===== src/rtl/ikvt_pkg.sv =====
// Package: shared types, constants and codes of the ini key/value tokenizer.
`default_nettype none
package ikvt_pkg;

  localparam int unsigned NameMaxDef  = 16;
  localparam int unsigned SpaceRunDef = 62;

  localparam logic [7:0] ChSemi  = 8'h3B;
  localparam logic [7:0] ChLbr   = 8'h5B;
  localparam logic [7:0] ChRbr   = 8'h5D;
  localparam logic [7:0] ChPlus  = 8'h2B;
  localparam logic [7:0] ChEq    = 8'h3D;
  localparam logic [7:0] ChZ     = 8'h7A;
  localparam logic [7:0] ChSpace = 8'h20;
  localparam logic [7:0] ChDel   = 8'h7F;
  localparam logic [7:0] ChTab   = 8'h09;
  localparam logic [7:0] ChCr    = 8'h0D;
  localparam logic [7:0] ChLf    = 8'h0A;
  localparam logic [7:0] ChDot   = 8'h2E;

  typedef enum logic [2:0] {
    M_IDLE, M_COMMENT, M_SECTION, M_KEY, M_SUBKEY, M_VALUE
  } mode_e;

  typedef enum logic [1:0] {
    K_NAME = 2'd0, K_NAME_END = 2'd1, K_VALUE = 2'd2, K_RECORD_END = 2'd3
  } kind_e;

  // emission sequencer states
  typedef enum logic [2:0] {
    S_SCAN, S_SEC, S_SEC_DOT, S_KEY, S_SUB_DOT, S_SUB, S_NAME_END, S_SPACES
  } seq_e;

  // which name store a character goes to
  typedef enum logic [1:0] {
    P_SEC, P_KEY, P_SUB
  } part_e;

  typedef struct packed {
    logic  clear_all;
    logic  store_en;
    part_e store_part;
    logic  clr_sec;
    logic  clr_key;
    logic  clr_sub;
    logic  latch_trunc;
    logic  spc_inc;
    logic  spc_clr;
    logic  spc_dec;
    logic  idx_clr;
    logic  idx_inc;
    part_e rd_part;
  } dp_cmd_t;

  typedef struct packed {
    logic [4:0] sec_len;
    logic [4:0] key_len;
    logic [4:0] sub_len;
    logic [5:0] spaces;
    logic [4:0] idx;
    logic [7:0] rd_char;
    logic       trunc;
  } dp_sts_t;

  function automatic logic is_ws(logic [7:0] b);
    return b == ChSpace || b == ChTab || b == ChCr || b == ChLf;
  endfunction

  function automatic logic is_eol(logic [7:0] b);
    return b == ChCr || b == ChLf;
  endfunction

  function automatic logic is_name_ch(logic [7:0] b);
    return b > ChSpace && b <= ChZ;
  endfunction

endpackage
`default_nettype wire


===== src/rtl/ikvt_if.sv =====
// Interfaces: input and result channels with valid/ready handshake.
`default_nettype none
interface ikvt_in_if;
  logic       valid;
  logic       ready;
  logic [7:0] text_byte;
  logic       text_done;
  modport source (output valid, text_byte, text_done, input ready);
  modport sink (input valid, text_byte, text_done, output ready);
endinterface

interface ikvt_out_if;
  logic       valid;
  logic       ready;
  logic [7:0] out_char;
  logic [1:0] out_kind;
  logic       name_truncated;
  logic       space_overflow;
  logic       run_last;
  modport source (output valid, out_char, out_kind, name_truncated, space_overflow,
                  run_last, input ready);
  modport sink (input valid, out_char, out_kind, name_truncated, space_overflow,
                run_last, output ready);
endinterface
`default_nettype wire


===== src/rtl/ikvt_datapath.sv =====
// Datapath: name stores, lengths, space counter and read index.
`default_nettype none
module ikvt_datapath #(
  parameter int unsigned NameMax = ikvt_pkg::NameMaxDef
) (
  input  wire logic             clk_i,
  input  wire logic             rst_ni,
  input  wire logic [7:0]       byte_i,
  input  wire ikvt_pkg::dp_cmd_t cmd_i,
  output ikvt_pkg::dp_sts_t     sts_o
);
  import ikvt_pkg::*;

  localparam int unsigned Aw = $clog2(NameMax);
  localparam logic [4:0] Max  = 5'(NameMax);
  localparam logic [4:0] Over = 5'(NameMax + 1);

  logic [7:0] sec_mem [NameMax];
  logic [7:0] key_mem [NameMax];
  logic [7:0] sub_mem [NameMax];
  logic [4:0] sec_len_q, key_len_q, sub_len_q, idx_q;
  logic [5:0] spc_q;
  logic       trunc_q;
  logic [4:0] wr_len;
  logic       any_over;

  always_comb begin
    unique case (cmd_i.store_part)
      P_SEC:   wr_len = sec_len_q;
      P_KEY:   wr_len = cmd_i.clr_key ? 5'd0 : key_len_q;
      default: wr_len = cmd_i.clr_sub ? 5'd0 : sub_len_q;
    endcase
  end

  assign any_over = sec_len_q > Max || key_len_q > Max || sub_len_q > Max;

  always_ff @(posedge clk_i) begin
    if (cmd_i.store_en && wr_len < Max) begin
      unique case (cmd_i.store_part)
        P_SEC:   sec_mem[wr_len[Aw-1:0]] <= byte_i;
        P_KEY:   key_mem[wr_len[Aw-1:0]] <= byte_i;
        default: sub_mem[wr_len[Aw-1:0]] <= byte_i;
      endcase
    end
  end

  always_ff @(posedge clk_i or negedge rst_ni) begin
    if (!rst_ni) begin
      sec_len_q <= '0;
      key_len_q <= '0;
      sub_len_q <= '0;
      spc_q     <= '0;
      idx_q     <= '0;
      trunc_q   <= 1'b0;
    end else if (cmd_i.clear_all) begin
      sec_len_q <= '0;
      key_len_q <= '0;
      sub_len_q <= '0;
      spc_q     <= '0;
      idx_q     <= '0;
      trunc_q   <= 1'b0;
    end else begin
      if (cmd_i.clr_sec) sec_len_q <= '0;
      if (cmd_i.clr_key && !cmd_i.store_en) key_len_q <= '0;
      if (cmd_i.clr_sub) sub_len_q <= '0;
      if (cmd_i.store_en) begin
        unique case (cmd_i.store_part)
          P_SEC:   sec_len_q <= wr_len < Max ? wr_len + 5'd1 : Over;
          P_KEY:   key_len_q <= wr_len < Max ? wr_len + 5'd1 : Over;
          default: sub_len_q <= wr_len < Max ? wr_len + 5'd1 : Over;
        endcase
      end
      if (cmd_i.latch_trunc) trunc_q <= any_over;
      if (cmd_i.spc_clr) spc_q <= '0;
      else if (cmd_i.spc_dec) spc_q <= spc_q - 6'd1;
      else if (cmd_i.spc_inc) spc_q <= spc_q + 6'd1;
      if (cmd_i.idx_clr) idx_q <= '0;
      else if (cmd_i.idx_inc) idx_q <= idx_q + 5'd1;
    end
  end

  always_comb begin
    sts_o.sec_len = sec_len_q > Max ? Max : sec_len_q;
    sts_o.key_len = key_len_q > Max ? Max : key_len_q;
    sts_o.sub_len = sub_len_q > Max ? Max : sub_len_q;
    sts_o.spaces  = spc_q;
    sts_o.idx     = idx_q;
    sts_o.trunc   = trunc_q;
    unique case (cmd_i.rd_part)
      P_SEC:   sts_o.rd_char = sec_mem[idx_q[Aw-1:0]];
      P_KEY:   sts_o.rd_char = key_mem[idx_q[Aw-1:0]];
      default: sts_o.rd_char = sub_mem[idx_q[Aw-1:0]];
    endcase
  end

endmodule
`default_nettype wire


===== src/rtl/ikvt_ctrl.sv =====
// Controller: parse mode, emission sequencer and result register.
`default_nettype none
module ikvt_ctrl #(
  parameter int unsigned SpaceRun = ikvt_pkg::SpaceRunDef
) (
  input  wire logic             clk_i,
  input  wire logic             rst_ni,
  ikvt_in_if.sink               in_if,
  ikvt_out_if.source            out_if,
  input  wire ikvt_pkg::dp_sts_t sts_i,
  output ikvt_pkg::dp_cmd_t     cmd_o
);
  import ikvt_pkg::*;

  localparam logic [5:0] Run = 6'(SpaceRun);

  mode_e mode_q, mode_d;
  seq_e  seq_q, seq_d;
  logic  ovf_q, ovf_d;
  logic  after_q, after_d;     // value char pending after space release
  logic [7:0] pend_q, pend_d;

  logic       ov_q, ov_d;
  logic [7:0] oc_q, oc_d;
  logic [1:0] ok_q, ok_d;
  logic       ot_q, ot_d, oo_q, oo_d, ol_q, ol_d;

  logic       free;
  logic       emit;
  logic [7:0] e_char;
  kind_e      e_kind;
  logic       e_trunc, e_ovf, e_last;
  logic [7:0] b;
  logic       take;

  assign free        = !ov_q || out_if.ready;
  assign in_if.ready = seq_q == S_SCAN && free;
  assign take        = in_if.valid && in_if.ready;
  assign b           = in_if.text_byte;

  assign out_if.valid          = ov_q;
  assign out_if.out_char       = oc_q;
  assign out_if.out_kind       = ok_q;
  assign out_if.name_truncated = ot_q;
  assign out_if.space_overflow = oo_q;
  assign out_if.run_last       = ol_q;

  always_ff @(posedge clk_i or negedge rst_ni) begin
    if (!rst_ni) begin
      mode_q  <= M_IDLE;
      seq_q   <= S_SCAN;
      ovf_q   <= 1'b0;
      after_q <= 1'b0;
      ov_q    <= 1'b0;
    end else begin
      mode_q  <= mode_d;
      seq_q   <= seq_d;
      ovf_q   <= ovf_d;
      after_q <= after_d;
      ov_q    <= ov_d;
    end
  end

  always_ff @(posedge clk_i) begin
    pend_q <= pend_d;
    oc_q   <= oc_d;
    ok_q   <= ok_d;
    ot_q   <= ot_d;
    oo_q   <= oo_d;
    ol_q   <= ol_d;
  end

  // first step after the name starts: pick the first non-empty part
  function automatic seq_e name_start(dp_sts_t s);
    if (s.sec_len != 0) return S_SEC;
    if (s.key_len != 0) return S_KEY;
    if (s.sub_len != 0) return S_SUB_DOT;
    return S_NAME_END;
  endfunction

  always_comb begin
    cmd_o    = '0;
    cmd_o.store_part = P_KEY;
    cmd_o.rd_part    = P_KEY;
    mode_d  = mode_q;
    seq_d   = seq_q;
    ovf_d   = ovf_q;
    after_d = after_q;
    pend_d  = pend_q;
    emit    = 1'b0;
    e_char  = 8'd0;
    e_kind  = K_NAME;
    e_trunc = 1'b0;
    e_ovf   = 1'b0;
    e_last  = 1'b0;

    unique case (seq_q)
      S_SCAN: begin
        if (take) begin
          if (in_if.text_done) begin
            if (mode_q == M_VALUE) begin
              emit = 1'b1; e_kind = K_RECORD_END; e_last = 1'b1;
            end
            cmd_o.clear_all = 1'b1;
            mode_d = M_IDLE;
          end else begin
            logic disp;
            disp = 1'b0;
            unique case (mode_q)
              M_COMMENT: if (is_eol(b)) mode_d = M_IDLE;
              M_SECTION: begin
                if (is_eol(b) || b == ChRbr) mode_d = M_IDLE;
                else begin
                  cmd_o.store_en = 1'b1; cmd_o.store_part = P_SEC;
                end
              end
              M_KEY, M_SUBKEY: begin
                if (is_name_ch(b) && b != ChEq) begin
                  cmd_o.store_en = 1'b1;
                  cmd_o.store_part = mode_q == M_KEY ? P_KEY : P_SUB;
                end else disp = 1'b1;
              end
              M_VALUE: begin
                if (b >= ChSpace && b <= ChDel && b != ChSemi) begin
                  if (b == ChSpace) begin
                    if (sts_i.spaces >= Run) begin
                      seq_d = S_SPACES; ovf_d = 1'b1; after_d = 1'b0;
                    end else cmd_o.spc_inc = 1'b1;
                  end else if (sts_i.spaces != 0) begin
                    seq_d = S_SPACES; ovf_d = 1'b0; after_d = 1'b1; pend_d = b;
                  end else begin
                    emit = 1'b1; e_kind = K_VALUE; e_char = b; e_last = 1'b1;
                  end
                end else begin
                  cmd_o.spc_clr = 1'b1;
                  disp = 1'b1;
                end
              end
              default: disp = 1'b1;
            endcase
            if (disp) begin
              mode_d = M_IDLE;
              if (b == ChSemi) mode_d = M_COMMENT;
              else if (b == ChLbr) begin
                cmd_o.clr_sec = 1'b1; mode_d = M_SECTION;
              end else if (b == ChPlus) begin
                cmd_o.clr_sub = 1'b1; mode_d = M_SUBKEY;
              end else if (b == ChEq) begin
                cmd_o.latch_trunc = 1'b1; cmd_o.spc_clr = 1'b1;
                cmd_o.idx_clr = 1'b1; mode_d = M_VALUE;
                seq_d = name_start(sts_i);
              end else if (is_name_ch(b) && b != ChRbr) begin
                cmd_o.clr_key = 1'b1; cmd_o.clr_sub = 1'b1;
                cmd_o.store_en = 1'b1; cmd_o.store_part = P_KEY;
                mode_d = M_KEY;
              end
              if (mode_q == M_VALUE) begin
                emit = 1'b1; e_kind = K_RECORD_END;
                e_last = b != ChEq;
              end
            end
          end
        end
      end
      S_SEC, S_KEY, S_SUB: begin
        cmd_o.rd_part = seq_q == S_SEC ? P_SEC : (seq_q == S_KEY ? P_KEY : P_SUB);
        if (free) begin
          logic [4:0] len;
          len = seq_q == S_SEC ? sts_i.sec_len :
                (seq_q == S_KEY ? sts_i.key_len : sts_i.sub_len);
          if (sts_i.idx < len) begin
            emit = 1'b1; e_char = sts_i.rd_char; cmd_o.idx_inc = 1'b1;
          end else begin
            cmd_o.idx_clr = 1'b1;
            unique case (seq_q)
              S_SEC:   seq_d = S_SEC_DOT;
              S_KEY:   seq_d = sts_i.sub_len != 0 ? S_SUB_DOT : S_NAME_END;
              default: seq_d = S_NAME_END;
            endcase
          end
        end
      end
      S_SEC_DOT: if (free) begin
        emit = 1'b1; e_char = ChDot; seq_d = S_KEY;
      end
      S_SUB_DOT: if (free) begin
        emit = 1'b1; e_char = ChDot; seq_d = S_SUB;
      end
      S_NAME_END: if (free) begin
        emit = 1'b1; e_kind = K_NAME_END; e_trunc = sts_i.trunc; e_last = 1'b1;
        seq_d = S_SCAN;
      end
      S_SPACES: if (free) begin
        if (sts_i.spaces != 0) begin
          emit = 1'b1; e_kind = K_VALUE; e_char = ChSpace; e_ovf = ovf_q;
          e_last = ovf_q && sts_i.spaces == 6'd1;
          cmd_o.spc_dec = 1'b1;
        end else begin
          seq_d = S_SCAN;
          if (after_q) begin
            emit = 1'b1; e_kind = K_VALUE; e_char = pend_q; e_last = 1'b1;
          end else cmd_o.spc_inc = 1'b1;
        end
      end
      default: seq_d = S_SCAN;
    endcase

    ov_d = ov_q && !out_if.ready;
    oc_d = oc_q; ok_d = ok_q; ot_d = ot_q; oo_d = oo_q; ol_d = ol_q;
    if (emit) begin
      ov_d = 1'b1; oc_d = e_char; ok_d = e_kind;
      ot_d = e_trunc; oo_d = e_ovf; ol_d = e_last;
    end
  end

endmodule
`default_nettype wire


===== src/rtl/ini_key_value_tokenizer_core.sv =====
// Top level: ini key/value tokenizer, controller plus name-store datapath.
//
//  channel | dir | handshake      | payload
//  in_if   | in  | valid / ready  | text_byte, text_done
//  out_if  | out | valid / ready  | out_char, out_kind, name_truncated,
//          |     |                | space_overflow, run_last
//
// One byte per cycle while scanning and the result register is free. On '='
// the name is emitted from the stores character by character (at most
// 3*NameMax+3 beats), and a released space run is emitted space by space;
// input is held off meanwhile.
// Reset clears lengths, mode and space count; name stores are not cleared.
// A stalled result register stalls the whole block.
`default_nettype none
module ini_key_value_tokenizer_core #(
  parameter int unsigned NameMax  = ikvt_pkg::NameMaxDef,
  parameter int unsigned SpaceRun = ikvt_pkg::SpaceRunDef
) (
  input wire logic   clk_i,
  input wire logic   rst_ni,
  ikvt_in_if.sink    in_if,
  ikvt_out_if.source out_if
);
  import ikvt_pkg::*;

  dp_cmd_t cmd;
  dp_sts_t sts;

  ikvt_ctrl #(.SpaceRun(SpaceRun)) u_ctrl (
    .clk_i, .rst_ni, .in_if, .out_if, .sts_i(sts), .cmd_o(cmd)
  );

  ikvt_datapath #(.NameMax(NameMax)) u_dp (
    .clk_i, .rst_ni, .byte_i(in_if.text_byte), .cmd_i(cmd), .sts_o(sts)
  );

endmodule
`default_nettype wire


===== src/flat_wrapper.sv =====
// flat-port wrapper written by rule: the top's interface ports become plain ports
module ini_key_value_tokenizer_core_flat import ikvt_pkg::*;
#(
  parameter int unsigned NameMax  = ikvt_pkg::NameMaxDef,
  parameter int unsigned SpaceRun = ikvt_pkg::SpaceRunDef
)
  (clk_i, rst_ni, in_if_valid, in_if_text_byte, in_if_text_done, in_if_ready, out_if_valid, out_if_out_char, out_if_out_kind, out_if_name_truncated, out_if_space_overflow, out_if_run_last, out_if_ready);
  ikvt_in_if in_if_i ();
  ikvt_out_if out_if_i ();
  input wire logic clk_i;
  input wire logic rst_ni;
  input wire logic [$bits(in_if_i.valid)-1:0] in_if_valid;
  input wire logic [$bits(in_if_i.text_byte)-1:0] in_if_text_byte;
  input wire logic [$bits(in_if_i.text_done)-1:0] in_if_text_done;
  output wire logic [$bits(in_if_i.ready)-1:0] in_if_ready;
  output wire logic [$bits(out_if_i.valid)-1:0] out_if_valid;
  output wire logic [$bits(out_if_i.out_char)-1:0] out_if_out_char;
  output wire logic [$bits(out_if_i.out_kind)-1:0] out_if_out_kind;
  output wire logic [$bits(out_if_i.name_truncated)-1:0] out_if_name_truncated;
  output wire logic [$bits(out_if_i.space_overflow)-1:0] out_if_space_overflow;
  output wire logic [$bits(out_if_i.run_last)-1:0] out_if_run_last;
  input wire logic [$bits(out_if_i.ready)-1:0] out_if_ready;
  assign in_if_i.valid = in_if_valid;
  assign in_if_i.text_byte = in_if_text_byte;
  assign in_if_i.text_done = in_if_text_done;
  assign in_if_ready = in_if_i.ready;
  assign out_if_valid = out_if_i.valid;
  assign out_if_out_char = out_if_i.out_char;
  assign out_if_out_kind = out_if_i.out_kind;
  assign out_if_name_truncated = out_if_i.name_truncated;
  assign out_if_space_overflow = out_if_i.space_overflow;
  assign out_if_run_last = out_if_i.run_last;
  assign out_if_i.ready = out_if_ready;
  ini_key_value_tokenizer_core #(.NameMax(NameMax), .SpaceRun(SpaceRun)) u_core (.clk_i(clk_i), .rst_ni(rst_ni), .in_if(in_if_i), .out_if(out_if_i));
endmodule

===== config.mk =====
export PLATFORM = sky130hd
export DESIGN_NAME = ini_key_value_tokenizer_core_flat
export DESIGN_NICKNAME = d
export VERILOG_FILES = /design/src/rtl/ikvt_pkg.sv /design/src/rtl/ikvt_if.sv /design/src/rtl/ikvt_datapath.sv /design/src/rtl/ikvt_ctrl.sv /design/src/rtl/ini_key_value_tokenizer_core.sv /design/src/flat_wrapper.sv
export SDC_FILE = /design/constraint.sdc
export NUM_CORES = 1
export LEC_CHECK = 0
export ABC_CLOCK_PERIOD_IN_PS = 8200
export BUFFER_PORTS_ARGS = -buffer_cell sky130_fd_sc_hd__buf_2
export CAP_MARGIN = 10
export CORE_ASPECT_RATIO = 0.8
export CORE_MARGIN = 2
export CORE_UTILIZATION = 50
export CTS_CLUSTER_SIZE = 28
export DETAILED_ROUTE_END_ITERATION = 10
export GPL_TIMING_DRIVEN = 0
export HOLD_SLACK_MARGIN = 0.1
export PLACE_DENSITY = 0.64
export SLEW_MARGIN = 40
export SYNTH_ARGS = -nofsm -noshare
export SYNTH_HDL_FRONTEND = slang
export SYNTH_HIERARCHICAL = 1
export SYNTH_SLANG_ARGS = --single-unit

===== constraint.sdc =====
create_clock -name clk_i -period 8.2 [get_ports clk_i]
set_input_delay 0.82 -clock clk_i [delete_from_list [all_inputs] [get_ports clk_i]]
set_output_delay 0.82 -clock clk_i [all_outputs]
set_load 0.01 [all_outputs]

==> results.yml, run 1 <==
outcome:
  status: "finished clean"
logic_synthesis:
  ys_ff_latch: 441
  seq_area_frac_synth_pct: 68.6
  synth.cell_area_sq_um: 19000
  synth.top_cell.area_share_pct: 63.9
  async_reset_ff_share_pct: 8.16
  yosys_warnings: 6
  synth-edff-count: 405
  synth_cell_types: 70
  avgSynthCellArea_sq_um: 16.7
  synth.largest_area_cell: "edfxtp_1"
  synth.most_common_cell: "edfxtp_1"
  synth_common_cells: "edfxtp_1 (405), mux4_2 (98), nor2_1 (97)"
  synth_area_leaders: "edfxtp_1 (64%), mux4_2 (12%), dfrtp_1 (4.7%)"
  synth_nets: 1164
  synth_flop_cell: "edfxtp_1"
  synth_cells: 1137
pwr:
  p_leak_uw: 0.00697
  p_per_area_nw_per_um2: 266
  ir_drop_mv: 0.206
worst_setup_path:
  path_class: "input port to flop"
  r2r-end: "u_core/u_dp/key_mem[3][4]"
  cp-start-kind: "input port"
  cp.required_ns: 8.36
  cp_max_fo: 50
  r2r_slack_ns: 3.00
  worstSetupEndpointType: "flop"
  worstReg2RegStart: "u_core/u_ctrl/seq_q[1]"
  cp.arrival_ns: 6.06
  rr_worst_depth: 14
drt:
  drcViolationCount: 0
  routedWlPerCell_um: 25.9
  via_per_inst: 6.33
  drt_first_pass_iters: 5
  vias: 11000
  dr.first_iter.drc_count: 1280
  totalWireLength_mm: 44.7
  antenna_left: 0
cts:
  worstSkewPairLatency_ns: 0.55
  htreeDepth: 2
  post_cts_resized: 0
  postCtsSetupBuffers: 0
  cts_buffer_depth: 3
  cts_tree: "built"
  clockRootBuffer: "clkbuf_16"
  hold_buffers: 0
  cts.clk_slew.worst_paths_ns: 0.06
  cts-buffers-inserted: 44
  cts.sink_count: 441
placed_design:
  post-place-ws_ns: 1.96
  io_buffers: 27
  dp_cells: 1651
  dp_hpwl_mm: 29.7
  globalplace.congestion: 0.890
die:
  start_util_pct: 51.1
  num_rows: 63
  die_x_um: 222
  ios: 28
  coreArea_sq_um: 37300
  die_area_sq_um: 39700
  die-height_um: 179
timing:
  period_needed_ns: 5.90
  fin_skew_ns: 0.0180
  fmax_mhz: 170
  fin_tns_setup_ns: 0
  drv_slew: 0
  fin_hold_ws_ns: 0.240
  slew_headroom_pct: 41.3
  layout_setup_ws_ns: 2.30
  finalCritPeriodShare_pct: 71.9
  finalHoldViolCount: 0
  setup_viol: 0
  rsz0062_at_grt: "no"
  max_slew.worst_pin.slew_ns: 0.880
global_route:
  first_global_vias: 10500
  grt_overflow: 0
  grt_max_degree: 57
  antenna_found_initial: 1
  grt_pass1_wl_mm: 66.8
  grt.total_usage_pct: 23.0
finish:
  fill_cells: 2852
  fin_cells: 1730
  drive_gt1_share_pct: 19.1
  area_growth_pct: 11.7
  layout.nets: 1238
  diodes: 0
hold_path:
  hp-class: "input port to asynchronous set/reset pin"
job:
  drv_cap: 0
registers in the layout, summed over array words and instances, names as in the netlist, 2 cells and up:
register                       count
u_core/u_dp/key_mem              128
u_core/u_dp/sec_mem              128
u_core/u_dp/sub_mem              128
u_core/u_ctrl/out_if.out_char      8
u_core/u_ctrl/pend_q               8
u_core/u_dp/spc_q                  6
u_core/u_dp/idx_q                  5
u_core/u_dp/key_len_q              5
u_core/u_dp/sec_len_q              5
u_core/u_dp/sub_len_q              5
u_core/u_ctrl/mode_q               3
u_core/u_ctrl/seq_q                3
u_core/u_ctrl/out_if.out_kind      2
layer usage:
metal	track usage, %	up-vias	share of wire (%)
li1	-	4723	-
met5	0	-	0
met2	34.3	448	44
met3	4.61	64	8.7
met4	6.31	0	2.2
met1	34.7	5720	45
layout make-up:
class	count	area, sq um	share of cell area [%]
Clock inverter	22	165	0.776
Sequential cell	441	13100	61.4
Tap cell	487	609	2.86
Inverter	14	52.6	0.247
Multi-Input combinational cell	617	5670	26.7
Clock buffer	56	1240	5.82
Buffer	65	308	1.45
Timing Repair Buffer	28	169	0.794
worst max-delay path, stage by stage:
cell and delay, ns:
buf_4 0.41, buf_2 0.31, o21ba_2 0.21, a21boi_1 0.23, nand2_1 0.15, nor2_1 0.21
nand3b_1 0.13, nor3_1 0.23, clkbuf_1 0.36, clkbuf_1 0.37, clkbuf_1 0.39, nand2_1 0.08
o21ai_0 0.18, ha_1 0.24, clkbuf_1 0.47, nand2_1 0.47, nor2_1 0.75
power breakdown:
part	internal (uW)	total [uW]	switching [uW]	leakage [uW]
combinational	454	1150	694	0.00215
clock	1130	1930	801	0.000692
sequential	2540	2580	44.6	0.00413
total	4120	5660	1540	0.00697
stage by stage:
step	area [sq um]	power, uW	utilization, %
floorplan	19000	3370	-
global placement	19800	3740	53.1
detailed placement	19800	3760	53.2
CTS	21200	5690	56.9
global route	21300	5880	57.1
finish	21300	5660	57.1
how the worst max path moves through the flow:
stage                     cells past startpoint               start                          to  slack, ns
after CTS                                    17  in_if_text_byte[5]   u_core/u_dp/key_mem[7][5]       2.52
after global routing                         17  in_if_text_byte[5]   u_core/u_dp/key_mem[3][4]       1.79
final                                        17  in_if_text_byte[5]   u_core/u_dp/key_mem[3][4]       2.30
after global placement                       17  in_if_text_byte[5]   u_core/u_dp/sec_mem[7][2]       1.75
after detailed placement                     17  in_if_text_byte[5]   u_core/u_dp/key_mem[7][2]       1.96
after floorplan                              16  in_if_text_byte[5]  u_core/u_dp/key_mem[11][0]       3.99
cell usage in the layout, fill, tap and decap left out, types with 17 or more instances in the layout:
cell type / instances
nor2b_1: 30
nor2_1: 80
mux2i_1: 21
clkbuf_1: 40
nand2_1: 42
dfrtp_1: 36
edfxtp_1: 405
clkbuf_16: 46
buf_2: 32
mux4_2: 98
nor2_2: 17
a22oi_1: 25
a21oi_1: 37
cells by family after synthesis:
| family | Yosys count | share of synthesized area [%] |
|---|---|---|
| fa+ha+maj | 14 | 0.959 |
| xor+xnor | 12 | 0.552 |
| compound gates | 178 | 6.55 |
| simple gates | 286 | 7.81 |
| mux | 127 | 13.6 |
| flops | 441 | 68.6 |
| buf+inv | 79 | 1.89 |
No activity file was read; power rests on OpenSTA's default activity.
==> inputs of run 2 (changes only) <==
Settings changed: ABC_CLOCK_PERIOD_IN_PS 8200 to 5600.
Clock period 8.2 ns to 5.6 ns, I/O delays scaled along.
==> run 2 against run 1 <==
Sequential cell count stayed put. Combinational power is 46% higher. Non-clock buffer count is 1 higher. Power is 47% higher. Die area stayed put. Sequential share of layout area is 0.23 points lower. Clock skew is 0.0023 ns higher. Via count is 0.42% lower.
==> results.yml, run 2 (same netlist as run 1, synthesis figures left out) <==
cts:
  htreeDepth: 2
  postCtsSetupBuffers: 0
  clockRootBuffer: "clkbuf_16"
  cts.sink_count: 441
  cts_tree: "built"
  cts_buffer_depth: 3
  worstSkewPairLatency_ns: 0.55
  cts.clk_slew.worst_paths_ns: 0.06
  cts-buffers-inserted: 44
worst_setup_path:
  cp.required_ns: 5.76
  critPathSlowestCell: "nor2_1"
  cp_cell_sequence: "buf_4, buf_2, o21ba_2, a21boi_1, nand2_1, nor2_1, nand3b_1, nor3_1, clkbuf_1, clkbuf_1, clkbuf_1, nand2_1, o21a_1, inv_1, ha_1, nand2_1, nor2_1"
  cp.arrival_ns: 5.34
  rr_worst_depth: 15
  cp_max_fo: 50
  worstSetupEndpointType: "flop"
  cp-start-kind: "input port"
  path_class: "input port to flop"
  crit_family: "buffers and inverters"
  crit_path_max_incr_delay_ns: 0.72
  cp.buffers_inverters: 6
  cp.depth: 17
timing:
  max_slew.worst_pin.slew_ns: 0.905
  fin_tns_setup_ns: 0
  finalCritPeriodShare_pct: 92.5
  fin_skew_ns: 0.0203
  fin_hold_ws_ns: 0.477
  period_needed_ns: 5.18
  fmax_mhz: 193
  drv_slew: 0
  slew_headroom_pct: 39.7
  rsz0062_at_grt: "yes"
  finalHoldViolCount: 0
  setup_viol: 0
finish:
  diodes: 0
  fin_cells: 1731
  fin_area_sq_um: 21400
  fill_cells: 2838
  area_growth_pct: 12.2
  layout.nets: 1239
  layout.cells.most_common: "edfxtp_1"
  drive_gt1_share_pct: 20.1
  most-common-layout-cells: "edfxtp_1 (405), mux4_2 (98), nor2_1 (69)"
global_route:
  first_global_vias: 10500
  grt_use_met3_pct: 4.61
  grt.total_usage_pct: 23.0
  grt_pass1_wl_mm: 66.8
  antenna_found_initial: 1
  use_met2_pct: 34.3
  grt_max_degree: 57
  met1_usage_pct: 34.7
  grt_overflow: 0
  gr-max-usage-layer: "met1"
drt:
  routedWlPerCell_um: 25.9
  vias: 10900
  totalWireLength_mm: 44.8
  via_per_inst: 6.30
  drt_first_pass_iters: 5
  dr.first_iter.drc_count: 1264
  antenna_left: 0
  drcViolationCount: 0
placed_design:
  globalplace.congestion: 0.890
  post_dp_cell_area_sq_um: 19800
  io_buffers: 27
  dp_hpwl_mm: 29.7
  dp_cells: 1651
die:
  die_x_um: 222
  die-height_um: 179
  ios: 28
  coreArea_sq_um: 37300
  die_area_sq_um: 39700
  num_rows: 63
  start_util_pct: 51.1
pwr:
  p_total_uw: 8300
  p_leak_uw: 0.00698
  p_per_area_nw_per_um2: 388
  ir_drop_mv: 0.302
job:
  drv_cap: 0
hold_path:
  hp-class: "input port to flop"
  min_path_cells: 3
outcome:
  status: "finished clean"
-- run 2: worst paths after layout --
| path | startpoint | end | slack [ns] |
|---|---|---|---|
| max in group asynchronous | rst_ni | u_core/u_dp/idx_q[1] | 4.73 |
| worst min register to register | u_core/u_ctrl/pend_q[7] | u_core/u_ctrl/out_if.out_char[7] | 0.54 |
| worst min-delay path | in_if_text_done | u_core/u_ctrl/out_if.out_kind[0] | 0.48 |
| worst max register to register | u_core/u_ctrl/seq_q[1] | u_core/u_dp/key_mem[5][5] | 0.53 |
| min in group asynchronous | rst_ni | u_core/u_dp/spc_q[0] | 0.52 |
| worst max-delay path | in_if_text_byte[5] | u_core/u_dp/sec_mem[4][2] | 0.42 |
-- run 2: what timing repair did --
| item | 4_1_cts | 5_1_grt |
|---|---|---|
| resized for setup | 0 | 22 |
| setup endpoints to repair | 0 | 168 |
| endpoints found under the hold margin | 36 | 0 |
| hold buffers | 1 | 0 |
-- run 2: final cells by class --
class                           instances  area, sq um  share of cell area [%]
Buffer                                 65          309                    1.45
Clock buffer                           56         1240                    5.80
Clock inverter                         22          165                   0.773
Inverter                               14         52.6                   0.246
Multi-Input combinational cell        617         5740                    26.9
Sequential cell                       441        13100                    61.2
Tap cell                              487          609                    2.85
Timing Repair Buffer                   29          179                   0.838
-- run 2: per-stage QoR --
step                      setup WS [ns]  utilization (%)
after floorplan                    1.65                -
after global placement           -0.591             53.1
after detailed placement         -0.378             53.2
after CTS                         0.178             56.9
after global routing             -0.126             57.3
final                             0.420             57.3
-- run 2: worst min-delay path: cells and delay by family --
| family | cells | cell delay (ns) |
|---|---|---|
| AOI/OAI and AO/OA | 2 | 0.18 |
| buffers and inverters | 1 | 0.17 |
-- run 2: metal layers --
layer,wire length (um),vias up
met4,944,0
met3,3920,65
met5,0,-
li1,-,4733
met2,20000,463
met1,19900,5648
-- run 2: report_power, final --
part	internal, uW	switching [uW]
logic	665	1020
registers	3720	65.4
clock network	1650	1180
total	6030	2260
==> inputs of run 3 (changes only) <==
Settings changed: CORE_ASPECT_RATIO 0.8 to 1.2, RECOVER_POWER set to 50.
==> run 3 against run 2 <==
The flow now finishes with violations (capacitance limit, slew limit). Clock skew increased by 0.0014 ns. Worst setup slack worse by 0.14 ns. Clock-buffer cell count decreased by 1. Critical path depth unchanged. Combinational power decreased by 2%. Wire length rose by 0.34%. Hold slack improved by 0.034 ns. Sequential power is essentially flat. Critical endpoint is now u_core/u_dp/key_mem[11][1].
==> results.yml, run 3 (same netlist as run 1, synthesis figures left out) <==
global_route:
  antenna_found_initial: 0
  gr-max-usage-layer: "met2"
  first_global_vias: 10700
  grt_pass1_wl_mm: 67.3
  grt_max_degree: 57
  grt_overflow: 0
  use_met2_pct: 39.9
  met1_usage_pct: 31.4
  grt.total_usage_pct: 23.2
  grt_use_met3_pct: 3.12
timing:
  fin_skew_ns: 0.0217
  setup_viol: 0
  finalHoldViolCount: 0
  fin_hold_ws_ns: 0.512
  fmax_mhz: 188
  drv_slew: 37
  max_slew.worst_pin.slew_ns: 2.11
  rsz0062_at_grt: "yes"
  period_needed_ns: 5.32
  finalCritPeriodShare_pct: 95.0
  slew_headroom_pct: -40.5
drt:
  drt_first_pass_iters: 5
  totalWireLength_mm: 45.0
  dr.first_iter.drc_count: 1113
  antenna_left: 0
  routedWlPerCell_um: 26.1
  via_per_inst: 6.24
  drcViolationCount: 0
  vias: 10800
outcome:
  violations: "capacitance limit, slew limit"
  status: "complete, but fails checks"
die:
  coreArea_sq_um: 37700
  die_area_sq_um: 39700
  die-height_um: 218
  ios: 28
  num_rows: 78
  die_x_um: 182
  start_util_pct: 50.5
pwr:
  p_total_uw: 8010
  p_per_area_nw_per_um2: 379
  ir_drop_mv: 0.190
  p_leak_uw: 0.00689
worst_setup_path:
  worstSetupEndpointType: "flop"
  cp-start-kind: "input port"
  worstReg2RegStart: "u_core/u_ctrl/seq_q[1]"
  cp_max_fo: 50
  cp.arrival_ns: 5.51
  path_class: "input port to flop"
  cp.required_ns: 5.79
  startpoint: "in_if_text_byte[5]"
job:
  drv_cap: 1
finish:
  diodes: 0
  most-common-layout-cells: "edfxtp_1 (405), mux4_2 (98), nor2_1 (67)"
  layout.nets: 1237
  drive_gt1_share_pct: 19.3
  area_growth_pct: 11.0
  fin_cells: 1723
  layout.cells.most_common: "edfxtp_1"
hold_path:
  hp-start: "in_if_text_byte[5]"
  hp-class: "input port to flop"
placed_design:
  io_buffers: 27
  dp_hpwl_mm: 29.6
  dp_cells: 1644
  globalplace.congestion: 0.892
cts:
  worstSkewPairLatency_ns: 0.56
  cts-buffers-inserted: 43
  postCtsSetupBuffers: 0
  clockRootBuffer: "clkbuf_16"
  cts.clk_slew.worst_paths_ns: 0.06
  cts_buffer_depth: 3
  cts_tree: "built"
  cts.sink_count: 441
  htreeDepth: 2
run 3: cell count changes in the layout (fill, tap and decap cells not counted), moves of 3 or more:
cell	previous run	this run
nor2_2	20	30
nor2_4	8	0
clkbuf_1	39	46
clkbuf_8	5	0
clkbuf_16	46	43
clkinv_1	10	13
run 3: where the power goes:
group          internal, uW  switching [uW]  leakage, uW
combinational           663             979      0.00215
clock                  1420            1170     0.000610
sequential             3720            64.0      0.00413
total                  5800            2220      0.00689
run 3: cell type report:
class / instances / area (sq um)
well taps: 480 / 601
repair buffers: 28 / 164
clock buffers: 55 / 1120
fillers: 2971 / 16500
clock inverters: 23 / 118
multi-input cells: 617 / 5710
plain buffers: 65 / 310
inverters: 14 / 52.6
flip-flops and latches: 441 / 13100
run 3: layer usage:
metal  up-vias  wire [um]
li1       4728          -
met4         0       1130
met2       375      23000
met1      5585      18300
met3        69       2530
met5         -          0
run 3: critical path, cell delays in order:
cell      delay [ns]
buf_4           0.41
buf_2           0.32
o21ba_2         0.21
a21boi_1        0.25
nand2_1         0.15
nor2_1          0.21
nand3b_1        0.13
nor3_1          0.17
clkbuf_1        0.37
clkbuf_1        0.40
clkbuf_1        0.38
nand2_1         0.08
o21ai_0         0.18
ha_1            0.24
clkbuf_1        0.50
nand2_1         0.37
nor2_2          0.55
run 3: worst paths after layout:
| kind | endpoint | slack, ns | depth (start not counted) |
|---|---|---|---|
| setup / recovery | u_core/u_dp/key_mem[11][1] | 0.28 | 17 |
| hold / removal | u_core/u_dp/sec_mem[2][5] | 0.51 | 1 |
| setup reg to reg | u_core/u_dp/key_mem[11][1] | 0.51 | 14 |
| hold reg to reg | u_core/u_dp/trunc_q | 0.55 | 2 |
| max in group asynchronous | u_core/u_dp/sec_len_q[2] | 3.22 | 2 |
| min in group asynchronous | u_core/u_ctrl/ovf_q | 1.15 | 2 |
run 3: through the flow:
stage	setup TNS (ns)	utilization [%]	area, sq um	worst slack, ns
after floorplan	0	-	19000	1.65
after global placement	-58.39	52.5	19800	-0.552
after detailed placement	-74.57	52.6	19800	-0.681
after CTS	-1.60	55.9	21100	-0.0982
after global routing	-3.34	56.1	21100	-0.0797
final	0	56.1	21100	0.277
run 3: what timing repair did:
| action | CTS | global route |
|---|---|---|
| hold endpoints to repair | 36 | 0 |
| hold buffers | 1 | 0 |
| resized for setup | 0 | 5 |
| endpoints found under the setup margin | 24 | 64 |
